==> config.mk <==
export PLATFORM = sky130hd
export DESIGN_NAME = bf_back
export DESIGN_NICKNAME = d
export VERILOG_FILES = /design/src/sv/bf_pkg.sv /design/src/sv/bf_back.sv
export SDC_FILE = /design/constraint.sdc
export NUM_CORES = 1
export LEC_CHECK = 0
export ABC_AREA = 1
export BUFFER_PORTS_ARGS = -buffer_cell sky130_fd_sc_hd__buf_2
export CORE_MARGIN = 2
export CORE_UTILIZATION = 43
export DETAILED_ROUTE_END_ITERATION = 8
export PLACE_DENSITY = 0.63
export SETUP_SLACK_MARGIN = 0.15
export SLEW_MARGIN = 5
export SYNTH_ARGS = -nofsm -noshare
export SYNTH_HDL_FRONTEND = slang
export SYNTH_SLANG_ARGS = --single-unit
==> constraint.sdc <==
create_clock -name clock -period 6.7 [get_ports clock]
set_input_delay 0.67 -clock clock [delete_from_list [all_inputs] [get_ports clock]]
set_output_delay 0.67 -clock clock [all_outputs]
set_load 0.02 [all_outputs]
==> src/sv/bf_pkg.sv <==
// Shared types and constants for the 3x3 zero-padded box filter.
`default_nettype none
package bf_pkg;

   localparam int SAMPLE_W      = 17;
   localparam int COLSUM_W      = 19;
   localparam int SUM_W         = 21;
   localparam int GRID_WIDTH_W  = 11;
   localparam int GRID_HEIGHT_W = 13;
   localparam int ROW_W         = 13;
   localparam int MAX_HEIGHT    = 4096;

   localparam int CSR_INDEX_W = 2;
   localparam int CSR_DATA_W  = 13;
   localparam logic [CSR_INDEX_W-1:0] CSR_GRID_WIDTH  = 2'd0;
   localparam logic [CSR_INDEX_W-1:0] CSR_GRID_HEIGHT = 2'd1;

   localparam logic [GRID_WIDTH_W-1:0]  GRID_WIDTH_RESET  = 11'd16;
   localparam logic [GRID_HEIGHT_W-1:0] GRID_HEIGHT_RESET = 13'd16;

   localparam logic OP_SAMPLE = 1'b0;
   localparam logic OP_PAD    = 1'b1;

   localparam int QUEUE_DEPTH   = 4;
   localparam int QUEUE_PTR_W   = 2;
   localparam int QUEUE_LEVEL_W = 3;

   // floor(s / 9) = (s * DIV9_MUL) >> DIV9_SHIFT, exact for s < 2**21
   localparam logic [SUM_W-1:0] DIV9_MUL   = 21'd1864136;
   localparam int               DIV9_SHIFT = 24;

   typedef logic [SAMPLE_W-1:0] sample_type;
   typedef logic [2:0][SAMPLE_W-1:0] column_type;

   typedef struct packed {
      logic       operation;
      sample_type sample;
   } req_payload_type;

   typedef struct packed {
      sample_type value;
      logic       last;
   } rsp_payload_type;

   typedef struct packed {
      logic emit;
      logic top;
      logic use_old1;
      logic use_new;
      logic last;
   } stencil_ctl_type;

   typedef struct packed {
      logic [SUM_W-1:0] sum;
      logic             last;
   } entry_type;

   typedef struct packed {
      logic      valid;
      entry_type data;
   } push_type;

endpackage
`default_nettype wire

==> src/sv/bf_back.sv <==
// Back end: divide the neighborhood sum by nine and hold the result beat.
`default_nettype none
module bf_back (
   input  wire logic                    clock,
   input  wire logic                    reset,
   input  wire bf_pkg::push_type        head,
   output      logic                    pop,
   output      logic                    rsp_valid,
   input  wire logic                    rsp_ready,
   output      bf_pkg::rsp_payload_type rsp_payload
);
   import bf_pkg::*;

   logic                   rsp_valid_ff;
   rsp_payload_type        rsp_payload_ff;
   logic                   load;
   logic [2*SUM_W-1:0]     product;

   assign load    = head.valid && (!rsp_valid_ff || rsp_ready);
   assign pop     = load;
   assign product = (2*SUM_W)'(head.data.sum) * (2*SUM_W)'(DIV9_MUL);

   always_ff @(posedge clock) begin
      if (reset) begin
         rsp_valid_ff <= 1'b0;
      end else if (load) begin
         rsp_valid_ff <= 1'b1;
      end else if (rsp_ready) begin
         rsp_valid_ff <= 1'b0;
      end
   end

   always_ff @(posedge clock) begin
      if (load) begin
         rsp_payload_ff.value <= product[DIV9_SHIFT +: SAMPLE_W];
         rsp_payload_ff.last  <= head.data.last;
      end
   end

   assign rsp_valid   = rsp_valid_ff;
   assign rsp_payload = rsp_payload_ff;

endmodule
`default_nettype wire

==> key figures <==
Status
  • Result of the run: completed

Setup path
  • Worst Path Required: 6700 ps
  • Setup Crit Path Kind: in -> reg
  • CP max FO: 5
  • Crit path launch type: input port
  • Crit path DAT: 5520 ps
  • Worst Setup End Kind: flip-flop
  • CP peak stage delay: roughly 550 ps
  • Top cell by count, worst path: fa_1
  • Critical Path, Cell by Cell: buf_2 > fa_1 > ha_1 > inv_1 > fa_1 > inv_1 > fa_1 > inv_1 > fa_1 > fa_1 > inv_1 > ha_1 > a21oi_1 > o21ai_1 > a21oi_1 > nor2_1 > nor3_1 > nand2_1 > nand2_1 > nand2_1
  • CP max-delay cell: fa_1

Flow run
  • Max Cap Viol: 0

STA
  • Period Utilization, post-route: 0.823
  • Post-Route Skew: 2.57 ps
  • Hold Violations, Final: 0
  • Fmax: roughly 180 MHz
  • Final setup violating endpoints: 0
  • Tightest Pin Transition: between 300 and 400 ps
  • RSZ-0062 raised after global routing: false
  • Slew Limit Fails: 0
  • Max-slew headroom: 0.732
  • Final TNS setup: 0 ps
  • Fin crit period: between 5000 and 6000 ps

Floorplanning
  • Full die area: 16000 µm²
  • Core outline area: 14600 µm²
  • Die X: about 130 µm
  • IO Count: 46
  • Starting Density: 0.441
  • Die Y: 126 µm
  • # rows: 44

Final layout
  • Antenna diodes: 0
  • Share of cells above drive strength 1: 0.0894
  • Commonest non-fill, non-tap cell in the layout: inv_1
  • Final net count: 1061
  • Area Growth Syn to Fin: 8.48%
  • Most frequent cells in the layout: 196 x inv_1, 142 x ha_1, 98 x fa_1, 96 x nand2_1, 47 x nor2_1

Yosys
  • Mapped Nets: 1010
  • Synth cell types: 29
  • Syn Std Cell Area: 6430 µm²
  • Syn Area/Cell: 8.65 µm²
  • Mapped Cells: 744
  • Yosys reg bits: 19
  • YS warnings: 0
  • Seq/Total Area, Yosys: 0.0871

GRT
  • Initial antenna violation count: 0
  • First-pass GRT wire length: 24800 µm
  • GRT Total Usage: 0.193
  • Overflow after GRT: 0
  • Pin count of the biggest net entering global routing: 20
  • Vias in the first global route: 5080

Detailed routing
  • Met1 WL: 7220 µm
  • Vias per inst: about 4.9
  • Routed WL: around 15000 µm
  • Average routed wire per standard cell: 14.8 µm
  • WL met3: 513 µm
  • Residual DRC: 0
  • First DRT Iteration DRCs: 210
  • ANT nets after route: 0
  • Via count: 4813
  • Router iterations before antenna repair: 5
  • Uppermost layer routed: met4
  • DR WL met2: between 6000 and 7000 µm

Placement
  • Routability cong.: 0.876
  • Number of buffers inserted by port buffering: 45
  • DP HPWL: about 14000 µm

CTS
  • Cts repair resizes: 0
  • Bufs on Longest Clock Path: 2
  • CTS Hold Buffers Added: 0
  • CTS tree: built
  • Worst-skew pair later-pin latency: 240 ps
  • Clock root cell: clkbuf_16
  • Postcts setup bufs: 0
  • # clock sinks: 19
  • Num CTS Buffers: 3
  • CTS clk-pin slew, worst paths: 50 ps
  • H-tree Lvls: 1

Min path
  • Hold WC Path Type: reg -> reg
==> final cells by class <==
cell class              count  area [µm²]
repair buffers             46         233
inverters                 196         736
flip-flops and latches     19         561
multi-input cells         529        5140
fillers                  1414        7610
well taps                 184         230
clock buffers               4        78.8
==> stage by stage <==
stage / setup slack, ps / util / cells / area (µm²) / hold WS [ps]
floorplan: 1550 / - / 744 / 6430 / 541
global placement: 892 / 0.473 / 974 / 6900 / 472
detailed placement: 899 / 0.473 / 974 / 6900 / 475
CTS: 1150 / 0.478 / 978 / 6980 / 483
global route: 856 / 0.478 / 978 / 6980 / 507
finish: 1190 / 0.478 / 978 / 6980 / 482
==> per-layer routing <==
layer,up-vias,track usage
li1,2432,-
met1,2292,0.283
met2,79,0.325
met3,10,0.0177
met4,0,0.0207
met5,-,0
==> critical path: cells and delay by family <==
kind	cells	cell delay (ps)
and+or+nand+nor	5	460
buffers and inverters	5	370
adders and majority gates	7	3410
AOI/OAI and AO/OA	3	580
==> state kept, by name, indices dropped and copies added (netlist names) <==
name         flops
rsp_payload     18
rsp_valid        1
==> synth_stat cells (all sizes together) <==
library cell,number,share of area
inv,196,0.11
ha,142,0.28
nand2,107,0.067
fa,98,0.30
nor2,54,0.035
a21oi,42,0.034
o21ai,22,0.017
nand3,21,0.016
edfxtp,18,0.084
nor3,11,0.0086
a21o,7,0.0082
xor2,6,0.0082
xnor2,5,0.0068
nand3b,3,0.0035
a21boi,2,0.0029
nand4,2,0.0019
o21a,2,0.0023
a31oi,1,0.00097
dfxtp,1,0.0031
o211ai,1,0.0012
o21bai,1,0.0012
o311ai,1,0.0014
o31ai,1,0.0012
==> logic make-up (layout without fill, tap and decap cells) <==
group | after synthesis | count (layout) | synth area share
buffers and inverters | 196 | 246 | 0.114
AND/OR/NAND/NOR | 198 | 198 | 0.132
AO/OA/AOI/OAI | 80 | 80 | 0.0702
flip-flops | 19 | 19 | 0.0871
XOR/XNOR | 11 | 11 | 0.0150
adder cells (fa/ha/maj) | 240 | 240 | 0.581
==> final timing paths <==
check	depth (start not counted)	end	start	slack (ps)
max	20	rsp_payload[13]$_DFFE_PP_	head[14]	1190
min reg2reg	2	rsp_valid$_SDFFE_PP0P_	rsp_valid$_SDFFE_PP0P_	480
max reg2reg	2	rsp_payload[10]$_DFFE_PP_	rsp_valid$_SDFFE_PP0P_	5670
min	2	rsp_valid$_SDFFE_PP0P_	rsp_valid$_SDFFE_PP0P_	480
Power is left out: the tool's default activity adds up to more than one toggle a clock period on the data nets, which glitch-free logic cannot reach.
