`src/sv/bf_pkg.sv`:
```
// Shared types and constants for the 3x3 zero-padded box filter.
`default_nettype none
package bf_pkg;

   localparam int SAMPLE_W      = 17;
   localparam int COLSUM_W      = 19;
   localparam int SUM_W         = 21;
   localparam int GRID_WIDTH_W  = 11;
   localparam int GRID_HEIGHT_W = 13;
   localparam int ROW_W         = 13;
   localparam int MAX_HEIGHT    = 4096;

   localparam int CSR_INDEX_W = 2;
   localparam int CSR_DATA_W  = 13;
   localparam logic [CSR_INDEX_W-1:0] CSR_GRID_WIDTH  = 2'd0;
   localparam logic [CSR_INDEX_W-1:0] CSR_GRID_HEIGHT = 2'd1;

   localparam logic [GRID_WIDTH_W-1:0]  GRID_WIDTH_RESET  = 11'd16;
   localparam logic [GRID_HEIGHT_W-1:0] GRID_HEIGHT_RESET = 13'd16;

   localparam logic OP_SAMPLE = 1'b0;
   localparam logic OP_PAD    = 1'b1;

   localparam int QUEUE_DEPTH   = 4;
   localparam int QUEUE_PTR_W   = 2;
   localparam int QUEUE_LEVEL_W = 3;

   // floor(s / 9) = (s * DIV9_MUL) >> DIV9_SHIFT, exact for s < 2**21
   localparam logic [SUM_W-1:0] DIV9_MUL   = 21'd1864136;
   localparam int               DIV9_SHIFT = 24;

   typedef logic [SAMPLE_W-1:0] sample_type;
   typedef logic [2:0][SAMPLE_W-1:0] column_type;

   typedef struct packed {
      logic       operation;
      sample_type sample;
   } req_payload_type;

   typedef struct packed {
      sample_type value;
      logic       last;
   } rsp_payload_type;

   typedef struct packed {
      logic emit;
      logic top;
      logic use_old1;
      logic use_new;
      logic last;
   } stencil_ctl_type;

   typedef struct packed {
      logic [SUM_W-1:0] sum;
      logic             last;
   } entry_type;

   typedef struct packed {
      logic      valid;
      entry_type data;
   } push_type;

endpackage
`default_nettype wire

```
`src/sv/bf_queue.sv`:
```
// Small register FIFO between the stencil front end and the divide back end.
`default_nettype none
module bf_queue (
   input  wire logic                             clock,
   input  wire logic                             reset,
   input  wire bf_pkg::push_type                 push,
   input  wire logic                             pop,
   output      bf_pkg::push_type                 head,
   output      logic [bf_pkg::QUEUE_LEVEL_W-1:0] level
);
   import bf_pkg::*;

   entry_type                entries [QUEUE_DEPTH];
   logic [QUEUE_PTR_W-1:0]   wr_ptr_ff, rd_ptr_ff;
   logic [QUEUE_LEVEL_W-1:0] level_ff;

   always_ff @(posedge clock) begin
      if (push.valid) begin
         entries[wr_ptr_ff] <= push.data;
      end
   end

   always_ff @(posedge clock) begin
      if (reset) begin
         wr_ptr_ff <= '0;
         rd_ptr_ff <= '0;
         level_ff  <= '0;
      end else begin
         if (push.valid) begin
            wr_ptr_ff <= wr_ptr_ff + QUEUE_PTR_W'(1);
         end
         if (pop) begin
            rd_ptr_ff <= rd_ptr_ff + QUEUE_PTR_W'(1);
         end
         if (push.valid && !pop) begin
            level_ff <= level_ff + QUEUE_LEVEL_W'(1);
         end else if (pop && !push.valid) begin
            level_ff <= level_ff - QUEUE_LEVEL_W'(1);
         end
      end
   end

   assign head.valid = (level_ff != '0);
   assign head.data  = entries[rd_ptr_ff];
   assign level      = level_ff;

   a_no_overflow: assert property (@(posedge clock) disable iff (reset)
      push.valid |-> (32'(level_ff) < QUEUE_DEPTH || pop))
      else $error("queue overflow");

   a_no_underflow: assert property (@(posedge clock) disable iff (reset)
      pop |-> (level_ff != '0))
      else $error("queue underflow");

endmodule
`default_nettype wire

```
`config.mk`:
```
export PLATFORM = sky130hd
export DESIGN_NAME = bf_queue
export DESIGN_NICKNAME = d
export VERILOG_FILES = /design/src/sv/bf_pkg.sv /design/src/sv/bf_queue.sv
export SDC_FILE = /design/constraint.sdc
export NUM_CORES = 1
export LEC_CHECK = 0
export BUFFER_PORTS_ARGS = -buffer_cell sky130_fd_sc_hd__buf_2
export CORE_AREA = 4 4 78 98
export CTS_BUF_LIST = sky130_fd_sc_hd__clkbuf_8 sky130_fd_sc_hd__clkbuf_16
export CTS_CLUSTER_DIAMETER = 30
export DETAILED_ROUTE_END_ITERATION = 12
export DIE_AREA = 0 0 82 102
export MAX_ROUTING_LAYER = met4
export PLACE_DENSITY = 0.75
export SLEW_MARGIN = 30
export SYNTH_ARGS = -nofsm -noshare
export SYNTH_HDL_FRONTEND = slang
export SYNTH_SLANG_ARGS = --single-unit
```
`constraint.sdc`:
```
create_clock -name clock -period 2.28 [get_ports clock]
set_clock_uncertainty 0.15 [all_clocks]
set_input_delay 0.114 -clock clock [delete_from_list [all_inputs] [get_ports clock]]
set_output_delay 0.114 -clock clock [all_outputs]
set_load 0.03 [all_outputs]
```
==> flow_results.org, run 1 <==
** Routing
- The first detailed-routing pass took 4 iterations.
- The final route contains 1734 vias.
- The detailed router finished its first iteration with ~120 violations.
- Residual DRC count :: 0
- Wires add up to 6200 um.
- Post-DR vias/cell :: approximately 5.1
- Once detail routing completed, the nets flagged for antenna violations numbered 0.
- In the final routed layout, each cell accounts on average for ~18 um.

** Hold path
- Hold wc startpoint :: push[22]
- The worst hold path terminates at wr_ptr_ff[1]$_SDFFE_PP0P_.
- Count of cells along the worst hold path :: 3
- Class of the worst hold path :: input pin to flop

** CTS
- For the worst-skew pair, the clock arrives at the later sink with an insertion delay of ~0.35 ns.
- The clock tree synthesis step divided the H-tree into 3 levels.
- CTS tree :: done
- Gates resized during post-CTS repair numbered 0.
- No sink is reached through more buffers than the 2 on the longest clock path.
- Clk slew on worst S/H paths :: around 0.09 ns
- The tree is rooted in a clkbuf_8.
- Sinks on Clock Net :: 97
- In this run, CTS created clock tree buffers numbering 9.

** Worst setup path
- The startpoint identified for the worst register-to-register timing path is wr_ptr_ff[0]$_SDFFE_PP0P_.
- Kind of start point of the critical path :: flop
- Crit path buffers/inverters :: 2
- CP delay by family, top :: multiplexers
- Counting cells, the worst reg-to-reg path comes to 4.
- Worst setup slack for register-to-register paths :: approximately 0.47 ns
- Nature of the critical path endpoint :: output port
- The largest single stage delay on the critical path is roughly 0.53 ns.
- The endpoint identified for the worst register-to-register timing path is entries[0][15]$_DFFE_PP_.
- Arrival time reported for the critical path endpoint :: 1.75 ns
- Cell chain of the critical path :: buf_12 -> mux4_2 -> buf_2
- The critical path is of the flop to output port type.
- Slowest stage cell on the critical path :: mux4_2
- At the worst endpoint, the required time is roughly 2.0 ns.
- Worst-path fanout max :: 18

** Power
- Summed over all cells, the static leakage comes to around 0.0016 uW.
- Maximum vdd ir drop :: 621 uV
- Total power per unit cell area :: about 860 mW/mm2
- Summing internal, switching and leakage power gives 3890 uW.

** Yosys
- Cells taking the most area after synthesis :: edfxtp_1 73%, mux4_2 13%, dfxtp_1 5.0%
- After synthesis the netlist holds a flip-flop and latch count of 97.
- Top cell type's share of synthesized area :: 0.734
- Summed instance area of the synthesized netlist :: approximately 0.0036 mm2
- Mean instance size in the synthesized netlist :: 22.9 um2
- Yosys mapped the design onto 19 distinct sky130hd cell types.
- The share of the Yosys chip area taken by registers is 0.784.
- After technology mapping, the gate count stands at between 150 and 200.
- When the netlist entered floorplanning its net count stood at 189.
- Count of yosys warnings during synthesis :: 0
- Of all cell types, the one taking the most synthesized area is edfxtp_1.

** GRT
- For this run, the total global-route usage over all layers was measured as 0.174.
- Entering global routing, the biggest net connects 19 pins.
- The number of global-route vias before repair came to 1829.
- For this run the aggregate overflow at the end of global routing stands at 0.
- Initial antenna violation count :: 0
- First-pass GRT wire length :: 9850 um

** Final layout
- Utilization of the core after routing :: 0.663
- 0 antenna diodes ended up in the layout.
- Commonest non-fill, non-tap cells in the layout :: 88 x edfxtp_1, 51 x buf_2, 25 x dlygate4sd3_1, 20 x mux4_2, 9 x clkbuf_8
- Relative to the synthesized area, the layout overhead comes to 25.2%.
- The net count of the finished layout is between 200 and 300.
- Ratio of cells with drive above 1 in the final layout :: 0.376
- The library cell used most frequently in the layout, excluding fill and tap cells, is edfxtp_1.

** Status
- The flow ran to the end, and the final reports show no timing, DRC or antenna violations.

** STA
- Fin Setup TNS :: 0 ns
- Final min period :: 2.01 ns
- Transition time at the pin with the least slew margin :: approximately 0.52 ns
- In this run the tightest slew margin relative to its limit is 0.653.
- Setup repair after global routing missed its margin :: false
- Of the available clock period, the critical path in the final layout requires 0.882.
- The final-report max-slew violation count came to 0.
- The number of hold-slack violations in the final timing report was 0.
- Derived from the worst setup path, the maximum achievable clock frequency is 497 MHz.
- Setup violations remaining at the end of the flow were counted as 0.

** Placed design
- Total of buffers placed on input and output ports :: between 50 and 60
- Final HPWL from detailed placement :: between 3000 and 4000 um
- The congestion estimate from routability-driven global placement came to roughly 0.71.

** Floorplanning
- Full die area :: between 0.008 and 0.009 mm2
- Die Span X :: around 82 um
- The floorplan has 34 rows.
- In this run the standard cell core region covers about 0.0068 mm2.
- 52 I/O pins were placed.
- The floorplan step set the die height to between 100 and 150 um.
- For this configuration, the core starts out at a cell density of 0.529.

** Job
- Max Cap Viol :: 0
## cell usage after synthesis
cell type / number
buf_6: 2
xnor2_1: 2
dfxtp_1: 9
mux2i_1: 2
clkbuf_1: 1
nand2_1: 1
buf_2: 2
and2_1: 4
a21oi_1: 1
nor2_1: 7
mux4_2: 20
o21ai_0: 1
xor2_1: 3
ha_1: 5
inv_1: 4
fa_1: 1
mux4_1: 2
or3_1: 2
edfxtp_1: 88
## report_power, final
group | leakage [uW] | internal (uW) | switching, uW
Sequential | 0.000883 | 2030 | 41.2
Clock | 0.000117 | 639 | 607
Combinational | 0.000604 | 233 | 329
Total | 0.00160 | 2910 | 978
## metrics by stage
step	cell area (um2)	instances	setup WS, ns	hold WS [ns]
floorplan	3600	157	0.607	0.0629
global placement	4030	299	0.523	0.177
detailed placement	4030	299	0.494	0.179
CTS	4510	340	0.213	0.00219
global route	4510	340	0.152	0.0317
finish	4510	340	0.269	0.0182
## worst max-delay path by stage
stage / from / end / cells after the start
final: flop / head[5] / 3
after floorplan: level[0]$_SDFFE_PP0P_ / level[2]$_SDFFE_PP0P_ / 4
after CTS: flop / head[2] / 3
after global placement: wr_ptr_ff[0]$_SDFFE_PP0P_ / entries[0][8]$_DFFE_PP_ / 4
after global routing: flop / head[15] / 3
after detailed placement: wr_ptr_ff[0]$_SDFFE_PP0P_ / entries[0][6]$_DFFE_PP_ / 4
## flip-flops by register name (all words and copies together) (netlist names), named ones only
name and flops:
level 3, rd_ptr_ff 2, wr_ptr_ff 2, entries 88
## cells by family after synthesis
kind of cell / after synthesis / synth area share
AOI/OAI and AO/OA: 2 / 0.00278
adders and majority gates: 6 / 0.0229
DFF: 97 / 0.784
and+or+nand+nor: 14 / 0.0188
xor gates and xnor gates: 5 / 0.0122
buffers and inverters: 9 / 0.0142
muxes: 24 / 0.145
## metal layers
layer,GRT usage,part of all wire,vias up
li1,-,-,814
met1,0.229,0.44,876
met2,0.268,0.52,42
met3,0.0423,0.040,2
met4,0.0575,0.0048,0
met5,-,0,-
## worst min-delay path: stages
cell     delay, ns
buf_2         0.15
mux2i_1       0.10
nor2_1        0.11
## cell type report
class / instances / area [um2]
Inverter: 4 / 15.0
Fill cell: 472 / 2300
Timing Repair Buffer: 82 / 601
Multi-Input combinational cell: 51 / 727
Tap cell: 90 / 113
Clock buffer: 9 / 124
Clock inverter: 7 / 106
Sequential cell: 97 / 2820
## repair_timing
| action | in CTS | in global routing |
|---|---|---|
| hold buffers | 25 | 0 |
| buffers inserted | 0 | 0 |
| hold endpoints to repair | 97 | 0 |
(Power assumes the default switching activity.)
==> run 2, diff against run 1 <==
==> constraint.sdc (replaced) <==
create_clock -name clock -period 2.6 [get_ports clock]
set_clock_uncertainty 0.15 [all_clocks]
set_input_delay 0.13 -clock clock [delete_from_list [all_inputs] [get_ports clock]]
set_output_delay 0.13 -clock clock [all_outputs]
set_load 0.03 [all_outputs]
==> run 2 against run 1 <==
Against the previous run:
- cell area decreased by 0.72%
- worst hold slack improved by 0.34 ns
- largest power group unchanged
- critical path depth unchanged
- critical path type unchanged
==> flow_results.org, run 2 (same netlist as run 1, synthesis figures left out) <==
** STA
- Timing would allow up to approximately 450 MHz.
- In the finished design, the share of the clock period the worst path needs comes to 0.847.
- Final Hold Fails :: 0 (unchanged)
- Worst-case hold slack :: 0.360 ns (was 0.0182 ns)
- Fin Setup TNS :: 0 ns (unchanged)
- Setup repair after global routing missed its margin :: false (unchanged)
- Worst max-slew margin expressed relative to the limit :: 0.588 (was 0.653)
- Counting I/O delays and the setup requirement, the final critical path takes between 2 and 2.5 ns.
- Setup Viol. Count Final :: 0 (unchanged)
- The slew at the pin closest to its max-slew limit was 0.618 ns (was 0.520 ns).
- Total count of max-transition violations in the final report :: 0 (unchanged)

** Job
- Max Cap Viol :: 0 (unchanged)

** Routing
- Residual DRC count :: 0 (unchanged)
- The detailed-route via count was 1758 (was 1734).
- Number of nets with antenna violations after routing :: 0 (unchanged)
- The post-detailed-route via-to-cell ratio is 5.16 (was 5.10).
- DRC violation total after the first TritonRoute iteration :: 130 (was 117)
- Wirelength, routed :: 6060 um (was 6200 um)
- The number of detailed-routing iterations run before antenna repair came to 4 (unchanged).
- The post-detailed-route wirelength per cell came to 17.8 um (was 18.2 um).

** Final layout
- Register containing the most flip-flops in the final layout :: entries (unchanged)
- The number of antenna repair diodes came to 0 (unchanged).
- Ratio of cells with drive above 1 in the final layout :: 0.386 (was 0.376)
- Area taken by flip-flops and latches :: 0.00282 mm2 (unchanged)
- Number of fill cells :: 491 (was 472)
- The combined area of the multi-input logic cells was 729 um2 (was 727 um2).
- Commonest non-fill, non-tap cells in the layout :: 88 x edfxtp_1, 51 x buf_2, 25 x dlygate4sd3_1, 20 x mux4_2, 9 x clkbuf_8 (unchanged)
- Area Growth Syn to Fin :: 24.3% (was 25.2%)
- The number of flip-flops in the largest register came to 88 (unchanged).
- Nets :: 278 (was 277)
- Commonest non-fill, non-tap cell in the layout :: edfxtp_1 (unchanged)

** Power
- The maximum resistive drop on vdd was 577 uV (was 621 uV).
- The total power per unit cell area came to 754 mW/mm2 (was 862 mW/mm2).
- Leakage :: 0.00160 uW (about the same)

** CTS
- The clock tree from TritonCTS is done (unchanged).
- Clock network latency to the later pin of the worst-skew pair :: 0.34 ns (was 0.35 ns)
- Clk slew on worst S/H paths :: 0.09 ns (about the same)
- Post-cts resize count :: 0 (unchanged)
- The CTS buffer count was 9 (unchanged).
- H-Tree Level Count :: 3 (unchanged)
- The post-CTS setup-driven buffer insertion count was 0 (unchanged).
- The maximum root-to-sink buffer count came to 2 (unchanged).
- Sinks on Clock Net :: 97 (unchanged)
- Root Buffer :: clkbuf_8 (unchanged)

** Placed design
- The weighted congestion at the end of routability-driven global placement was 0.689 (was 0.710).
- Total of buffers placed on input and output ports :: 51 (unchanged)
- Final HPWL from detailed placement :: 3780 um (was 3810 um)

** Floorplanning
- IO Count :: 52 (unchanged)
- The width of the die came to 82 um (unchanged).
- Full die area :: 0.00836 mm2 (unchanged)
- Effective utilization at floorplan :: 0.529 (unchanged)
- The height of the chip came to 102 um (unchanged).
- Area of the placeable core :: 0.00681 mm2 (unchanged)
- The placement row count is 34 (unchanged).

** Worst setup path
- The number of buffers and inverters on the critical path came to 2 (unchanged).
- Kind of start point of the critical path :: flop (unchanged)
- Cell chain of the critical path: buf_12 -> mux4_1 -> buf_2 (was buf_12 -> mux4_2 -> buf_2).
- The category of the critical setup timing path is flop to output port (unchanged).
- Arrival time reported for the critical path endpoint :: 1.92 ns (was 1.75 ns)
- CP delay by family, top :: multiplexers (unchanged)
- The largest stage delay on the critical path was 0.58 ns (was 0.53 ns).
- The critical path capture point type is an output port (unchanged).
- Worst-path fanout max :: 14 (was 18)
- Cell depth of the worst setup path :: 3 (unchanged)
- Slowest stage cell on the critical path :: mux4_1 (was mux4_2)
- The number of cells traversed by the worst register-to-register path was 3 (was 4).
- The required time of the worst setup path is 2.32 ns (was 2.02 ns).

** Status
- Status: completed (unchanged).

** GRT
- Remaining global-route overflow :: 0 (unchanged)
- Vias in the first global route :: 1845 (was 1829)
- Global router's overall resource usage :: 0.167 (was 0.174)
- Initial antenna violation count :: 0 (unchanged)
- First-pass GRT wire length :: 9630 um (was 9850 um)
- Pin count of the biggest net entering global routing :: 23 (was 19)

** Hold path
- Count of cells along the worst hold path :: 2 (was 3)
- The classification of the worst-slack hold path is flop to flop (was input pin to flop).
run 2: area by class of cell:
type	count	area share
clock buffers	9	0.0277
clock inverters	7	0.0226
inverters	4	0.00335
multi-input cells	51	0.163
flip-flops and latches	97	0.631
well taps	90	0.0252
repair buffers	83	0.127
run 2: path summary, 6_finish.rpt:
check,from,endpoint,slack [ns]
hold reg to reg,level[2]$_SDFFE_PP0P_,level[2]$_SDFFE_PP0P_,0.36
setup reg to reg,wr_ptr_ff[0]$_SDFFE_PP0P_,entries[0][14]$_DFFE_PP_,0.97
setup / recovery,flop,head[11],0.40
hold / removal,level[2]$_SDFFE_PP0P_,level[2]$_SDFFE_PP0P_,0.36
run 2: where the power goes:
group	total, uW	internal [uW]	switching [uW]
combinational	480	197	282
clock	1080	554	523
sequential	1820	1780	36.3
run 2: per-stage QoR:
step	utilization	cells	worst slack, ns	instance area (um2)	total power (uW)
6_report	0.658	341	0.397	4480	3380
4_1_cts	0.658	341	0.339	4480	3400
5_1_grt	0.658	341	0.269	4480	3520
2_1_floorplan	-	157	0.927	3600	2170
3_3_place_gp	0.588	300	0.616	4000	2310
3_5_place_dp	0.588	300	0.736	4000	2320
run 2: worst register-to-register path: stages (launching register included):
cell and delay, ns:
dfxtp_1 0.35, inv_1 0.09, ha_1 0.13, and2_2 0.55
run 2: timing repair:
item / CTS / global route
hold endpoints to repair: 97 / 0
hold buffers: 25 / 0
setup endpoints to repair: 0 / 0
run 2: metal layers:
layer  track usage  vias to the layer above  routed length [um]
li1              -                      814                   -
met1         0.205                      894                2420
met2         0.276                       43                3340
met3        0.0335                        7                 218
met4        0.0614                        0                  78
met5             -                        -                   0
